===== src/hdl/jcs_pkg.sv =====
// Shared types and constants for the JSON comment stripper.
`timescale 1ns / 1ps

package jcs_pkg;

    localparam int BYTE_W  = 8;
    localparam int POS_W   = 19;
    localparam int DEPTH_W = 8;

    localparam logic [POS_W-1:0]   POS_MAX          = {POS_W{1'b1}};
    localparam logic [DEPTH_W-1:0] DEF_MAX_NESTING  = 8'd32;
    localparam int                 DEF_MAX_TEXT_LEN = 262144;
    localparam int                 DEF_QUEUE_DEPTH  = 4;

    // Status codes
    localparam logic [1:0] STATUS_OK     = 2'd0;
    localparam logic [1:0] STATUS_DEEP   = 2'd1;
    localparam logic [1:0] STATUS_UNTERM = 2'd2;

    // Characters of interest
    localparam logic [BYTE_W-1:0] CH_SLASH  = 8'h2F;
    localparam logic [BYTE_W-1:0] CH_STAR   = 8'h2A;
    localparam logic [BYTE_W-1:0] CH_QUOTE  = 8'h22;
    localparam logic [BYTE_W-1:0] CH_BSLASH = 8'h5C;
    localparam logic [BYTE_W-1:0] CH_LBRACE = 8'h7B;
    localparam logic [BYTE_W-1:0] CH_LBRACK = 8'h5B;
    localparam logic [BYTE_W-1:0] CH_RBRACE = 8'h7D;
    localparam logic [BYTE_W-1:0] CH_RBRACK = 8'h5D;
    localparam logic [BYTE_W-1:0] CH_LF     = 8'h0A;
    localparam logic [BYTE_W-1:0] CH_CR     = 8'h0D;
    localparam logic [BYTE_W-1:0] CH_SPACE  = 8'h20;

    // One classified byte handed from front to back
    typedef struct packed {
        logic [BYTE_W-1:0] data;
        logic              first;      // first byte of a text
        logic              last;       // final byte, no lookahead
        logic              nxt_slash;  // following byte is a slash
        logic              nxt_star;   // following byte is a star
    } t_entry;

endpackage


===== src/hdl/jcs_front.sv =====
// Front end: holds one byte for lookahead and pushes classified words.
`timescale 1ns / 1ps

module jcs_front (
    input  logic                      i_clk,
    input  logic                      i_rst_n,
    input  logic                      i_in_valid,
    output logic                      o_in_ready,
    input  logic [jcs_pkg::BYTE_W-1:0] i_in_byte,
    input  logic                      i_in_last,
    input  logic                      i_q_ready,
    output logic                      o_push,
    output jcs_pkg::t_entry           o_entry
);
    import jcs_pkg::*;

    logic              r_held_valid;
    logic              r_held_last;
    logic              r_held_first;
    logic [BYTE_W-1:0] r_held_byte;
    logic              w_accept;

    // Take a word whenever the held slot is empty or can drain into the queue
    assign o_in_ready = !r_held_valid || i_q_ready;
    assign w_accept   = i_in_valid && o_in_ready;

    // Push the held byte once its follower is known, or at once if final
    assign o_push = r_held_valid && i_q_ready && (r_held_last || i_in_valid);

    always_comb begin
        o_entry.data      = r_held_byte;
        o_entry.first     = r_held_first;
        o_entry.last      = r_held_last;
        o_entry.nxt_slash = !r_held_last && (i_in_byte == CH_SLASH);
        o_entry.nxt_star  = !r_held_last && (i_in_byte == CH_STAR);
    end

    // Hold control
    always_ff @(posedge i_clk) begin
        if (!i_rst_n) begin
            r_held_valid <= 1'b0;
            r_held_last  <= 1'b0;
            r_held_first <= 1'b0;
        end else if (w_accept) begin
            r_held_valid <= 1'b1;
            r_held_last  <= i_in_last;
            r_held_first <= !r_held_valid || r_held_last;
        end else if (o_push) begin
            r_held_valid <= 1'b0;
        end
    end

    // Hold payload
    always_ff @(posedge i_clk) begin
        if (w_accept) begin
            r_held_byte <= i_in_byte;
        end
    end

endmodule


===== src/hdl/jcs_queue.sv =====
// Short queue of classified words between front and back.
`timescale 1ns / 1ps

module jcs_queue #(
    parameter int DEPTH = jcs_pkg::DEF_QUEUE_DEPTH
) (
    input  logic            i_clk,
    input  logic            i_rst_n,
    input  logic            i_push,
    input  jcs_pkg::t_entry i_entry,
    output logic            o_ready,
    input  logic            i_pop,
    output logic            o_valid,
    output jcs_pkg::t_entry o_entry
);
    import jcs_pkg::*;

    localparam int PTR_W = (DEPTH > 1) ? $clog2(DEPTH) : 1;
    localparam int CNT_W = $clog2(DEPTH + 1);
    localparam logic [PTR_W-1:0] PTR_LAST = PTR_W'(DEPTH - 1);
    localparam logic [CNT_W-1:0] CNT_FULL = CNT_W'(DEPTH);

    t_entry            r_slot [DEPTH];
    logic [PTR_W-1:0]  r_wr_ptr;
    logic [PTR_W-1:0]  r_rd_ptr;
    logic [CNT_W-1:0]  r_count;
    logic              w_push;
    logic              w_pop;

    assign o_ready = (r_count != CNT_FULL);
    assign o_valid = (r_count != '0);
    assign o_entry = r_slot[r_rd_ptr];
    assign w_push  = i_push && o_ready;
    assign w_pop   = i_pop && o_valid;

    // Pointers and fill count
    always_ff @(posedge i_clk) begin
        if (!i_rst_n) begin
            r_wr_ptr <= '0;
            r_rd_ptr <= '0;
            r_count  <= '0;
        end else begin
            if (w_push) begin
                r_wr_ptr <= (r_wr_ptr == PTR_LAST) ? '0 : r_wr_ptr + 1'b1;
            end
            if (w_pop) begin
                r_rd_ptr <= (r_rd_ptr == PTR_LAST) ? '0 : r_rd_ptr + 1'b1;
            end
            if (w_push && !w_pop) begin
                r_count <= r_count + 1'b1;
            end else if (w_pop && !w_push) begin
                r_count <= r_count - 1'b1;
            end
        end
    end

    // Storage
    always_ff @(posedge i_clk) begin
        if (w_push) begin
            r_slot[r_wr_ptr] <= i_entry;
        end
    end

endmodule


===== src/hdl/jcs_back.sv =====
// Back end: comment, string and nesting tracking plus the output register.
`timescale 1ns / 1ps

module jcs_back #(
    parameter int MAX_TEXT_LEN = jcs_pkg::DEF_MAX_TEXT_LEN
) (
    input  logic                        i_clk,
    input  logic                        i_rst_n,
    input  logic                        i_valid,
    output logic                        o_pop,
    input  jcs_pkg::t_entry             i_entry,
    input  logic [jcs_pkg::DEPTH_W-1:0] i_max_nesting,
    output logic                        o_out_valid,
    input  logic                        i_out_ready,
    output logic [jcs_pkg::BYTE_W-1:0]  o_out_byte,
    output logic                        o_out_last,
    output logic [1:0]                  o_status,
    output logic [jcs_pkg::POS_W-1:0]   o_error_position
);
    import jcs_pkg::*;

    localparam logic [POS_W-1:0] INDEX_LIMIT =
        (MAX_TEXT_LEN < int'(POS_MAX)) ? POS_W'(MAX_TEXT_LEN) : POS_MAX;

    logic               r_block;
    logic               r_line;
    logic               r_quote;
    logic               r_esc;
    logic               r_consumed;
    logic [DEPTH_W-1:0] r_depth;
    logic [POS_W-1:0]   r_index;
    logic [1:0]         r_err;
    logic [POS_W-1:0]   r_err_pos;

    logic               n_block;
    logic               n_line;
    logic               n_quote;
    logic               n_esc;
    logic               n_consumed;
    logic [DEPTH_W-1:0] n_depth;
    logic [POS_W-1:0]   n_index;
    logic [1:0]         n_err;
    logic [POS_W-1:0]   n_err_pos;
    logic [BYTE_W-1:0]  n_byte;

    logic [BYTE_W-1:0]  w_c;
    logic               w_is_nl;
    logic               w_too_deep;

    // Advance whenever the output register is free or being taken
    assign o_pop = i_valid && (!o_out_valid || i_out_ready);

    assign w_c        = i_entry.data;
    assign w_is_nl    = (w_c == CH_LF) || (w_c == CH_CR);
    assign w_too_deep = ({1'b0, r_depth} + 9'd1) > {1'b0, i_max_nesting};

    // Handle one byte
    always_comb begin
        n_block    = r_block;
        n_line     = r_line;
        n_quote    = r_quote;
        n_esc      = r_esc;
        n_consumed = r_consumed;
        n_depth    = r_depth;
        n_err      = i_entry.first ? STATUS_OK : r_err;
        n_err_pos  = i_entry.first ? '0 : r_err_pos;
        n_index    = (r_index < INDEX_LIMIT) ? r_index + 1'b1 : r_index;
        n_byte     = w_c;

        if (n_err != STATUS_OK) begin
            n_consumed = 1'b0;
        end else if (r_consumed) begin
            n_consumed = 1'b0;
            n_byte     = CH_SPACE;
        end else if (r_block) begin
            if (w_c == CH_STAR && i_entry.nxt_slash) begin
                n_consumed = 1'b1;
                n_block    = 1'b0;
                n_byte     = CH_SPACE;
            end else if (!w_is_nl) begin
                n_byte = CH_SPACE;
            end
        end else if (r_line) begin
            if (w_is_nl) begin
                n_line = 1'b0;
            end else begin
                n_byte = CH_SPACE;
            end
        end else if (r_quote) begin
            if (r_esc) begin
                n_esc = 1'b0;
            end else if (w_c == CH_BSLASH) begin
                n_esc = 1'b1;
            end else if (w_c == CH_QUOTE) begin
                n_quote = 1'b0;
            end
        end else if (w_c == CH_QUOTE) begin
            n_quote = 1'b1;
        end else if (w_c == CH_SLASH && (i_entry.nxt_slash || i_entry.nxt_star)) begin
            n_consumed = 1'b1;
            n_line     = i_entry.nxt_slash;
            n_block    = i_entry.nxt_star;
            n_byte     = CH_SPACE;
        end else if (w_c == CH_LBRACE || w_c == CH_LBRACK) begin
            if (w_too_deep) begin
                n_err     = STATUS_DEEP;
                n_err_pos = r_index;
            end else begin
                n_depth = r_depth + 1'b1;
            end
        end else if (w_c == CH_RBRACE || w_c == CH_RBRACK) begin
            if (r_depth != '0) begin
                n_depth = r_depth - 1'b1;
            end
        end

        // End of text: flag an open block comment, then drop text state
        if (i_entry.last) begin
            if (n_block && n_err == STATUS_OK) begin
                n_err     = STATUS_UNTERM;
                n_err_pos = n_index;
            end
            n_block    = 1'b0;
            n_line     = 1'b0;
            n_quote    = 1'b0;
            n_esc      = 1'b0;
            n_consumed = 1'b0;
            n_depth    = '0;
            n_index    = '0;
        end
    end

    // Parse state and output valid
    always_ff @(posedge i_clk) begin
        if (!i_rst_n) begin
            r_block     <= 1'b0;
            r_line      <= 1'b0;
            r_quote     <= 1'b0;
            r_esc       <= 1'b0;
            r_consumed  <= 1'b0;
            r_depth     <= '0;
            r_index     <= '0;
            r_err       <= STATUS_OK;
            r_err_pos   <= '0;
            o_out_valid <= 1'b0;
        end else if (o_pop) begin
            r_block     <= n_block;
            r_line      <= n_line;
            r_quote     <= n_quote;
            r_esc       <= n_esc;
            r_consumed  <= n_consumed;
            r_depth     <= n_depth;
            r_index     <= n_index;
            r_err       <= n_err;
            r_err_pos   <= n_err_pos;
            o_out_valid <= 1'b1;
        end else if (i_out_ready) begin
            o_out_valid <= 1'b0;
        end
    end

    // Output payload
    always_ff @(posedge i_clk) begin
        if (o_pop) begin
            o_out_byte       <= n_byte;
            o_out_last       <= i_entry.last;
            o_status         <= n_err;
            o_error_position <= n_err_pos;
        end
    end

endmodule


===== src/hdl/json_comment_stripper_unit.sv =====
// Top level of the JSON comment stripper.
`timescale 1ns / 1ps
//
// Input channel (i_in_valid / o_in_ready) takes one text byte per word with
// a last flag. Output channel (o_out_valid / i_out_ready) returns each byte,
// with comment bytes other than newlines turned into spaces until an error,
// plus the sticky status and the byte position of the recorded error.
// Config channel (i_cfg_valid / o_cfg_ready) writes max_nesting; write it
// only while the block is idle. Throughput: one word per cycle in and out
// while the receiver keeps up, set by the combinational parse step in the
// back end. A byte is pushed into the queue when its follower is accepted
// and then moves on to the output register; the final byte of a text is
// pushed without waiting for a follower. The front end holds one byte of
// lookahead; a four-word queue decouples it from the back end, so a stalled
// receiver first fills the output register, then the queue, then the held
// byte, and then drops o_in_ready.
// Reset (synchronous, active low) empties the queue and output register,
// clears all parse and error state and sets max_nesting to 32.

module json_comment_stripper_unit #(
    parameter int MAX_TEXT_LEN = jcs_pkg::DEF_MAX_TEXT_LEN,
    parameter int QUEUE_DEPTH  = jcs_pkg::DEF_QUEUE_DEPTH
) (
    input  logic                        i_clk,
    input  logic                        i_rst_n,
    input  logic                        i_in_valid,
    output logic                        o_in_ready,
    input  logic [jcs_pkg::BYTE_W-1:0]  i_in_byte,
    input  logic                        i_in_last,
    output logic                        o_out_valid,
    input  logic                        i_out_ready,
    output logic [jcs_pkg::BYTE_W-1:0]  o_out_byte,
    output logic                        o_out_last,
    output logic [1:0]                  o_status,
    output logic [jcs_pkg::POS_W-1:0]   o_error_position,
    input  logic                        i_cfg_valid,
    output logic                        o_cfg_ready,
    input  logic [jcs_pkg::DEPTH_W-1:0] i_cfg_data
);
    import jcs_pkg::*;

    logic [DEPTH_W-1:0] r_max_nesting;
    logic               w_push;
    logic               w_q_ready;
    t_entry             w_push_entry;
    logic               w_q_valid;
    logic               w_pop;
    t_entry             w_head_entry;

    // Configuration register
    assign o_cfg_ready = 1'b1;

    always_ff @(posedge i_clk) begin
        if (!i_rst_n) begin
            r_max_nesting <= DEF_MAX_NESTING;
        end else if (i_cfg_valid && o_cfg_ready) begin
            r_max_nesting <= i_cfg_data;
        end
    end

    jcs_front u_front (
        .i_clk      (i_clk),
        .i_rst_n    (i_rst_n),
        .i_in_valid (i_in_valid),
        .o_in_ready (o_in_ready),
        .i_in_byte  (i_in_byte),
        .i_in_last  (i_in_last),
        .i_q_ready  (w_q_ready),
        .o_push     (w_push),
        .o_entry    (w_push_entry)
    );

    jcs_queue #(
        .DEPTH (QUEUE_DEPTH)
    ) u_queue (
        .i_clk   (i_clk),
        .i_rst_n (i_rst_n),
        .i_push  (w_push),
        .i_entry (w_push_entry),
        .o_ready (w_q_ready),
        .i_pop   (w_pop),
        .o_valid (w_q_valid),
        .o_entry (w_head_entry)
    );

    jcs_back #(
        .MAX_TEXT_LEN (MAX_TEXT_LEN)
    ) u_back (
        .i_clk            (i_clk),
        .i_rst_n          (i_rst_n),
        .i_valid          (w_q_valid),
        .o_pop            (w_pop),
        .i_entry          (w_head_entry),
        .i_max_nesting    (r_max_nesting),
        .o_out_valid      (o_out_valid),
        .i_out_ready      (i_out_ready),
        .o_out_byte       (o_out_byte),
        .o_out_last       (o_out_last),
        .o_status         (o_status),
        .o_error_position (o_error_position)
    );

endmodule


===== config.mk =====
export PLATFORM = sky130hd
export DESIGN_NAME = json_comment_stripper_unit
export DESIGN_NICKNAME = d
export VERILOG_FILES = /design/src/hdl/jcs_pkg.sv /design/src/hdl/jcs_front.sv /design/src/hdl/jcs_queue.sv /design/src/hdl/jcs_back.sv /design/src/hdl/json_comment_stripper_unit.sv
export SDC_FILE = /design/constraint.sdc
export NUM_CORES = 1
export LEC_CHECK = 0
export BUFFER_PORTS_ARGS = -buffer_cell sky130_fd_sc_hd__buf_2
export CAP_MARGIN = 20
export CORE_ASPECT_RATIO = 1.75
export CORE_MARGIN = 3
export CORE_UTILIZATION = 50
export DETAILED_ROUTE_END_ITERATION = 10
export PLACE_DENSITY = 0.75
export SYNTH_ARGS = -nofsm -noshare
export SYNTH_HDL_FRONTEND = slang
export SYNTH_SLANG_ARGS = --single-unit

===== constraint.sdc =====
create_clock -name i_clk -period 4.91 [get_ports i_clk]
set_input_delay 0.2455 -clock i_clk [delete_from_list [all_inputs] [get_ports i_clk]]
set_output_delay 0.2455 -clock i_clk [all_outputs]
set_load 0.02 [all_outputs]

==> results.txt, run 1 <==
top post-synthesis cells by area: edfxtp_1, dfxtp_1, ha_1
Initial Util: 51.3%
Synth Net Count: 778
CP bufs+invs: 0
Clock Pin Slew Worst Setup and Hold Paths: 0.07 ns
vias in the first global route: 6007
headroom to the max-slew limit: 51.8%
area leader, netlist: edfxtp_1
CTS Root Cell: clkbuf_16
pwr dens: 539 nW/um2
Layout area overhead: 13.8%
pre-CTS WS: 0.926 ns
post_cts resized: 0
# DRC: 0
synthesized area: 7650 um2
maximum clock path buffer count: 2
fin crit share: 80.8%
critical path cell sequence: mux4_2 -> and4b_1 -> nand3_1 -> ha_1 -> a21o_1 -> a21oi_1 -> a2bb2oi_1 -> a21oi_1 -> xnor2_1 -> or4_1 -> a31oi_1
Ys Warns: 0
max cap viols: 0
# diodes: 0
Gate Count Post-Synth: 731
Largest stage delay, worst path: 0.68 ns
GPL Wtd Cong: 0.920
Synth cell types: 64
die area: 16900 um2
final wirelength: 17000 um
GR Util All Layers: 21.1%
Hold Crit Class: in -> reg
Max IR drop VDD: 431 uV
die height: 170 um
CTS tree: done
final setup violation count: 0
Critical Path RT: 5.26 ns
Final Non-Filler Cells: 974
asr flop ratio synth: 0%
min setup slack post-route: 0.941 ns
Core Area: 14900 um2
Pre-antenna DRT Iters: 6
CP Launch Type: flop
# rows: 59
sequential area share after synthesis: 53.1%
EDFF count, synth: 86
setup TNS: 0 ns
layout cell share with drive strength beyond 1: 14.5%
Worst-Margin Slew: 0.723 ns
Crit Path Category: reg -> reg
Final Max Slew Viols: 0
# nets final: 825
hold buffer count at CTS: 6
via count: 5795
Max Fclk: 252 MHz
RSZ-0062 raised after global routing: no
clk sinks: 160
Syn Area/Cell: 10.5 um2
wire length per cell: 17.5 um
clock latency on the worst-skew pair: 0.43 ns
H-tree levels: 4
Avg Vias per Cell: 5.95
largest net degree at the start of global routing: 53
placed cells: 936
Core Util, Final: 58.4%
DPL Wire Length: 11800 um
top_reg_cell synth: edfxtp_1
worst hold margin: 0.0252 ns
outcome: finished clean
minimum clock period: 3.97 ns
synthesized flop and latch total: 160
GRT overflow: 0
Routed Antenna Nets: 0
initial antenna violation count: 0
first-pass GRT wire length: 28200 um
Filler cells: 1240
Layout Skew: 0.0149 ns
Arr. time, crit path: 4.32 ns
delay-heaviest family, CP: simple AND/OR/NAND/NOR gates
CTS Buf Count: 17
I/O pin count: 55
Hold Violations, Final: 0
top cell type's share of synthesized area: 33.7%
P_leak: 3.31 nW
Die Wd: 99.5 um
Slowest-stage cell, CP: dfxtp_1
IO Port Bufs: 53
Worst path most repeated cell: a21oi_1
Worst Path Max Fanout: 11
Setup Buffers After CTS: 0
Worst setup EP type: flop
initial DRC count: 262
[synthesized netlist by cell type (12+ instances only)]
cell type  instances
a32o_1            14
nor3_1            23
nand3_1           37
mux2i_1           19
inv_1             25
dfxtp_1           74
nor2_1            70
nand2_1           72
o21ai_0           24
clkbuf_1          33
ha_1              23
and3_1            17
o31ai_1           18
a21oi_1           56
edfxtp_1          86
nor2b_1           12
[layer usage]
metal / wire (um) / vias to the layer above / track usage (%) / part of all wire, %
met5: 0 / - / 0 / 0
met4: 388 / 0 / 9.69 / 2.3
met3: 708 / 35 / 3.95 / 4.2
met2: 9890 / 180 / 41.4 / 58
met1: 6040 / 2786 / 20.6 / 35
li1: - / 2794 / - / -
[worst paths after layout]
kind,from,endpoint,slack [ns],cells past startpoint
worst max-delay path,flop,u_back.r_depth[7],0.94,11
worst min-delay path,i_in_byte[2],u_front.r_held_byte[2],0.03,1
worst max register to register,flop,u_back.r_depth[7],0.94,11
worst min register to register,u_back.r_err_pos[3],u_back.r_err_pos[3],0.47,2
[cell usage in the layout, fill, tap and decap left out, types with 17 or more instances in the layout]
cell type	n
dfxtp_1	74
nor3_1	23
ha_1	23
and3_1	17
o31ai_1	18
inv_1	24
nor2_1	70
nand2_1	72
clkbuf_16	17
buf_2	53
mux2i_1	19
nand3_1	37
edfxtp_1	86
o21ai_0	24
a21oi_1	56
[kinds of logic after synthesis]
family / Yosys count / synth area share [%]
AND/OR/NAND/NOR: 271 / 17.2
AO/OA/AOI/OAI: 160 / 14.0
flip-flops: 160 / 53.1
buffers and inverters: 67 / 3.68
multiplexers: 32 / 6.02
adder cells (fa/ha/maj): 25 / 4.28
XOR/XNOR: 15 / 1.72
other: 1 / 0.0490
[per-stage QoR]
step / total power, W / instance area [um2]
floorplan: 0.00295 / 7650
global placement: 0.00335 / 8040
detailed placement: 0.00339 / 8040
CTS: 0.00472 / 8710
global route: 0.00494 / 8710
finish: 0.00469 / 8710
[worst reg2reg max path, stage by stage (launching register included)]
cell       delay [ns]
dfxtp_1          0.68
mux4_2           0.64
and4b_1          0.35
nand3_1          0.35
ha_1             0.42
a21o_1           0.17
a21oi_1          0.21
a2bb2oi_1        0.25
a21oi_1          0.12
xnor2_1          0.15
or4_1            0.40
a31oi_1          0.16
[final cells by class]
class                   instances  area [um2]  share of cell area [%]
clock buffers                  17         425                    4.89
clock inverters                15         183                    2.10
inverters                      26        97.6                    1.12
multi-input cells             504        3310                    38.0
flip-flops and latches        160        4060                    46.7
well taps                     183         229                    2.63
repair buffers                 69         400                    4.60
[where the power goes]
group / total, W / leakage (nW) / switching (W) / internal [W]
logic: 0.00155 / 1.60 / 0.000989 / 0.000560
clock network: 0.00133 / 0.294 / 0.000633 / 0.000694
registers: 0.00182 / 1.41 / 0.000144 / 0.00168
[sequential cells by signal, indices dropped and copies added, names as in the netlist, 2 cells and up, named ones only]
name,count
u_queue.r_slot,48
u_back.o_error_position,19
u_back.r_err_pos,19
u_back.r_index,19
r_max_nesting,8
u_back.o_out_byte,8
u_back.r_depth,8
u_front.r_held_byte,8
u_queue.r_count,3
u_back.o_status,2
u_back.r_err,2
u_queue.r_rd_ptr,2
u_queue.r_wr_ptr,2
Power figures use the tool's default switching activity.
==> run 2: changes to the inputs <==
- PLACE_DENSITY: 0.75 -> 0.78
- clock period: 4.91 -> 3.48 ns (I/O delays scaled with it)
==> run 2 against run 1 <==
Register-to-register slack worse by 0.76 ns. Routed wire length is 1.3% higher. First-iteration DRC count increased by 85%. Critical path depth down 2. Utilization rose by 1.8 points. Fmax is 20% higher. Clock skew down 0.0012 ns. Cell count is 2.5% higher. Sequential share of layout area fell by 1.4 points. Count of clock-buffer cells in the layout unchanged. Die area is the same. Global-route usage increased by 0.075 points.
==> results.txt, run 2 (synthesis results as in run 1) <==
Clock Pin Slew Worst Setup and Hold Paths: 0.08 ns (about the same)
Power, Total: 0.00685 W (+46%)
fin crit share: 94.8% (+14 points)
Arr. time, crit path: 3.48 ns (-0.84 ns)
Most flops, register: u_queue.r_slot
Die Wd: 99.5 um (unchanged)
most common cell after layout, fill and taps aside: edfxtp_1
Avg Vias per Cell: 5.98 (+0.48%)
Hold Crit Class: in -> reg
max cap viols: 0 (unchanged)
Routed Antenna Nets: 0 (unchanged)
Final Max Slew Viols: 0 (unchanged)
CTS Root Cell: clkbuf_16
# rows: 59 (unchanged)
P_leak: 3.44 nW (+4.1%)
GR Util All Layers: 21.1% (+0.075 points)
Filler cells: 1233 (-0.56%)
CTS tree: done
Layout area overhead: 17.4%
Placed Area: 8150 um2 (+1.4%)
final setup violation count: 0 (unchanged)
pwr dens: 762 nW/um2 (+41%)
initial DRC count: 484 (+85%)
H-tree levels: 4 (unchanged)
setup TNS: 0 ns (unchanged)
Initial Util: 51.3% (unchanged)
Layout Skew: 0.0136 ns (-0.00123 ns)
Hold Violations, Final: 0 (unchanged)
# nets final: 849 (+2.9%)
Worst-Margin Slew: 0.719 ns (-0.00394 ns)
via count: 5966 (+3.0%)
die area: 16900 um2 (unchanged)
GRT overflow: 0 (unchanged)
Crit Path Category: reg -> reg
Core Util, Final: 60.2% (+1.8 points)
first-pass GRT wire length: 28100 um (-0.46%)
minimum clock period: 3.30 ns (-0.671 ns)
# DRC: 0 (unchanged)
CTS Buf Count: 17 (unchanged)
# diodes: 0 (unchanged)
DPL Wire Length: 11800 um (about the same)
Max Fclk: 303 MHz (+20%)
clock latency on the worst-skew pair: 0.43 ns (about the same)
final wirelength: 17300 um (+1.3%)
maximum clock path buffer count: 2 (unchanged)
wire length per cell: 17.3 um (-1.1%)
Core Area: 14900 um2 (unchanged)
Setup Buffers After CTS: 0 (unchanged)
IO Port Bufs: 53 (unchanged)
die height: 170 um (unchanged)
Pre-antenna DRT Iters: 6 (unchanged)
initial antenna violation count: 0 (unchanged)
Critical Path RT: 3.66 ns (-1.60 ns)
clk sinks: 160 (unchanged)
CP Launch Type: flop
Worst setup EP type: flop
Max IR drop VDD: 526 uV (+22%)
headroom to the max-slew limit: 52.1% (+0.26 points)
GPL Wtd Cong: 1.01 (+9.3%)
most frequent cells in the layout: edfxtp_1, dfxtp_1, nand2_1, nor2_1, a21oi_1
layout cell share with drive strength beyond 1: 16.4% (+1.9 points)
vias in the first global route: 5923 (-1.4%)
RSZ-0062 raised after global routing: no
number of flip-flops in the largest register: 48 (unchanged)
outcome: finished clean
Worst Path Max Fanout: 34 (+23)
largest net degree at the start of global routing: 42 (-21%)
I/O pin count: 55 (unchanged)
fin area: 8980 um2 (+3.2%)
[run 2: power by group]
part	switching, W	internal, W	leakage, nW	total [W]
clock network	0.000942	0.00101	0.307	0.00195
registers	0.000153	0.00236	1.41	0.00252
logic	0.00150	0.000881	1.73	0.00238
total	0.00260	0.00425	3.44	0.00685
[run 2: worst paths after layout]
kind | from | endpoint | slack, ns | depth (start not counted)
setup / recovery | flop | u_back.o_error_position[4] | 0.18 | 9
hold reg to reg | u_back.r_consumed | u_back.r_consumed | 0.46 | 2
setup reg to reg | flop | u_back.o_error_position[4] | 0.18 | 9
hold / removal | i_out_ready | u_back.o_out_valid | 0.02 | 4
[run 2: per-stage QoR]
step / cells / hold slack (ns) / worst slack [ns]
5_1_grt: 998 / 0.0346 / 0.0268
3_3_place_gp: 949 / 0.364 / 0.191
4_1_cts: 998 / 0.00902 / 0.0390
2_1_floorplan: 731 / 0.273 / 0.0277
6_report: 998 / 0.0166 / 0.182
3_5_place_dp: 949 / 0.367 / 0.0671
[run 2: critical path, cell delays in order (launching register included)]
cell	delay, ns
dfxtp_2	0.38
buf_4	0.16
mux4_2	0.54
or4b_4	0.58
o41ai_4	0.46
and3_1	0.27
buf_12	0.19
nand2_1	0.08
a21oi_1	0.29
nor2_1	0.08
[run 2: timing repair]
item,in CTS,in global routing
hold buffers,17,0
endpoints found under the hold margin,17,0
resized for setup,0,5
setup endpoints to repair,0,16
[run 2: final cells by class]
type                    instances  area, um2  area share (%)
well taps                     183        229            2.55
clock buffers                  17        425            4.74
flip-flops and latches        160       4070            45.3
inverters                      26       97.6            1.09
clock inverters                15        216            2.41
repair buffers                 93        621            6.91
multi-input cells             504       3330            37.1
[run 2: metal layers]
layer	track usage, %	vias to the layer above	wire (um)	part of all wire, %
met5	0	-	0	0
met3	4.24	55	774	4.5
li1	-	2861	-	-
met4	11.0	0	653	3.8
met2	40.4	184	9750	57
met1	21.0	2866	6070	35
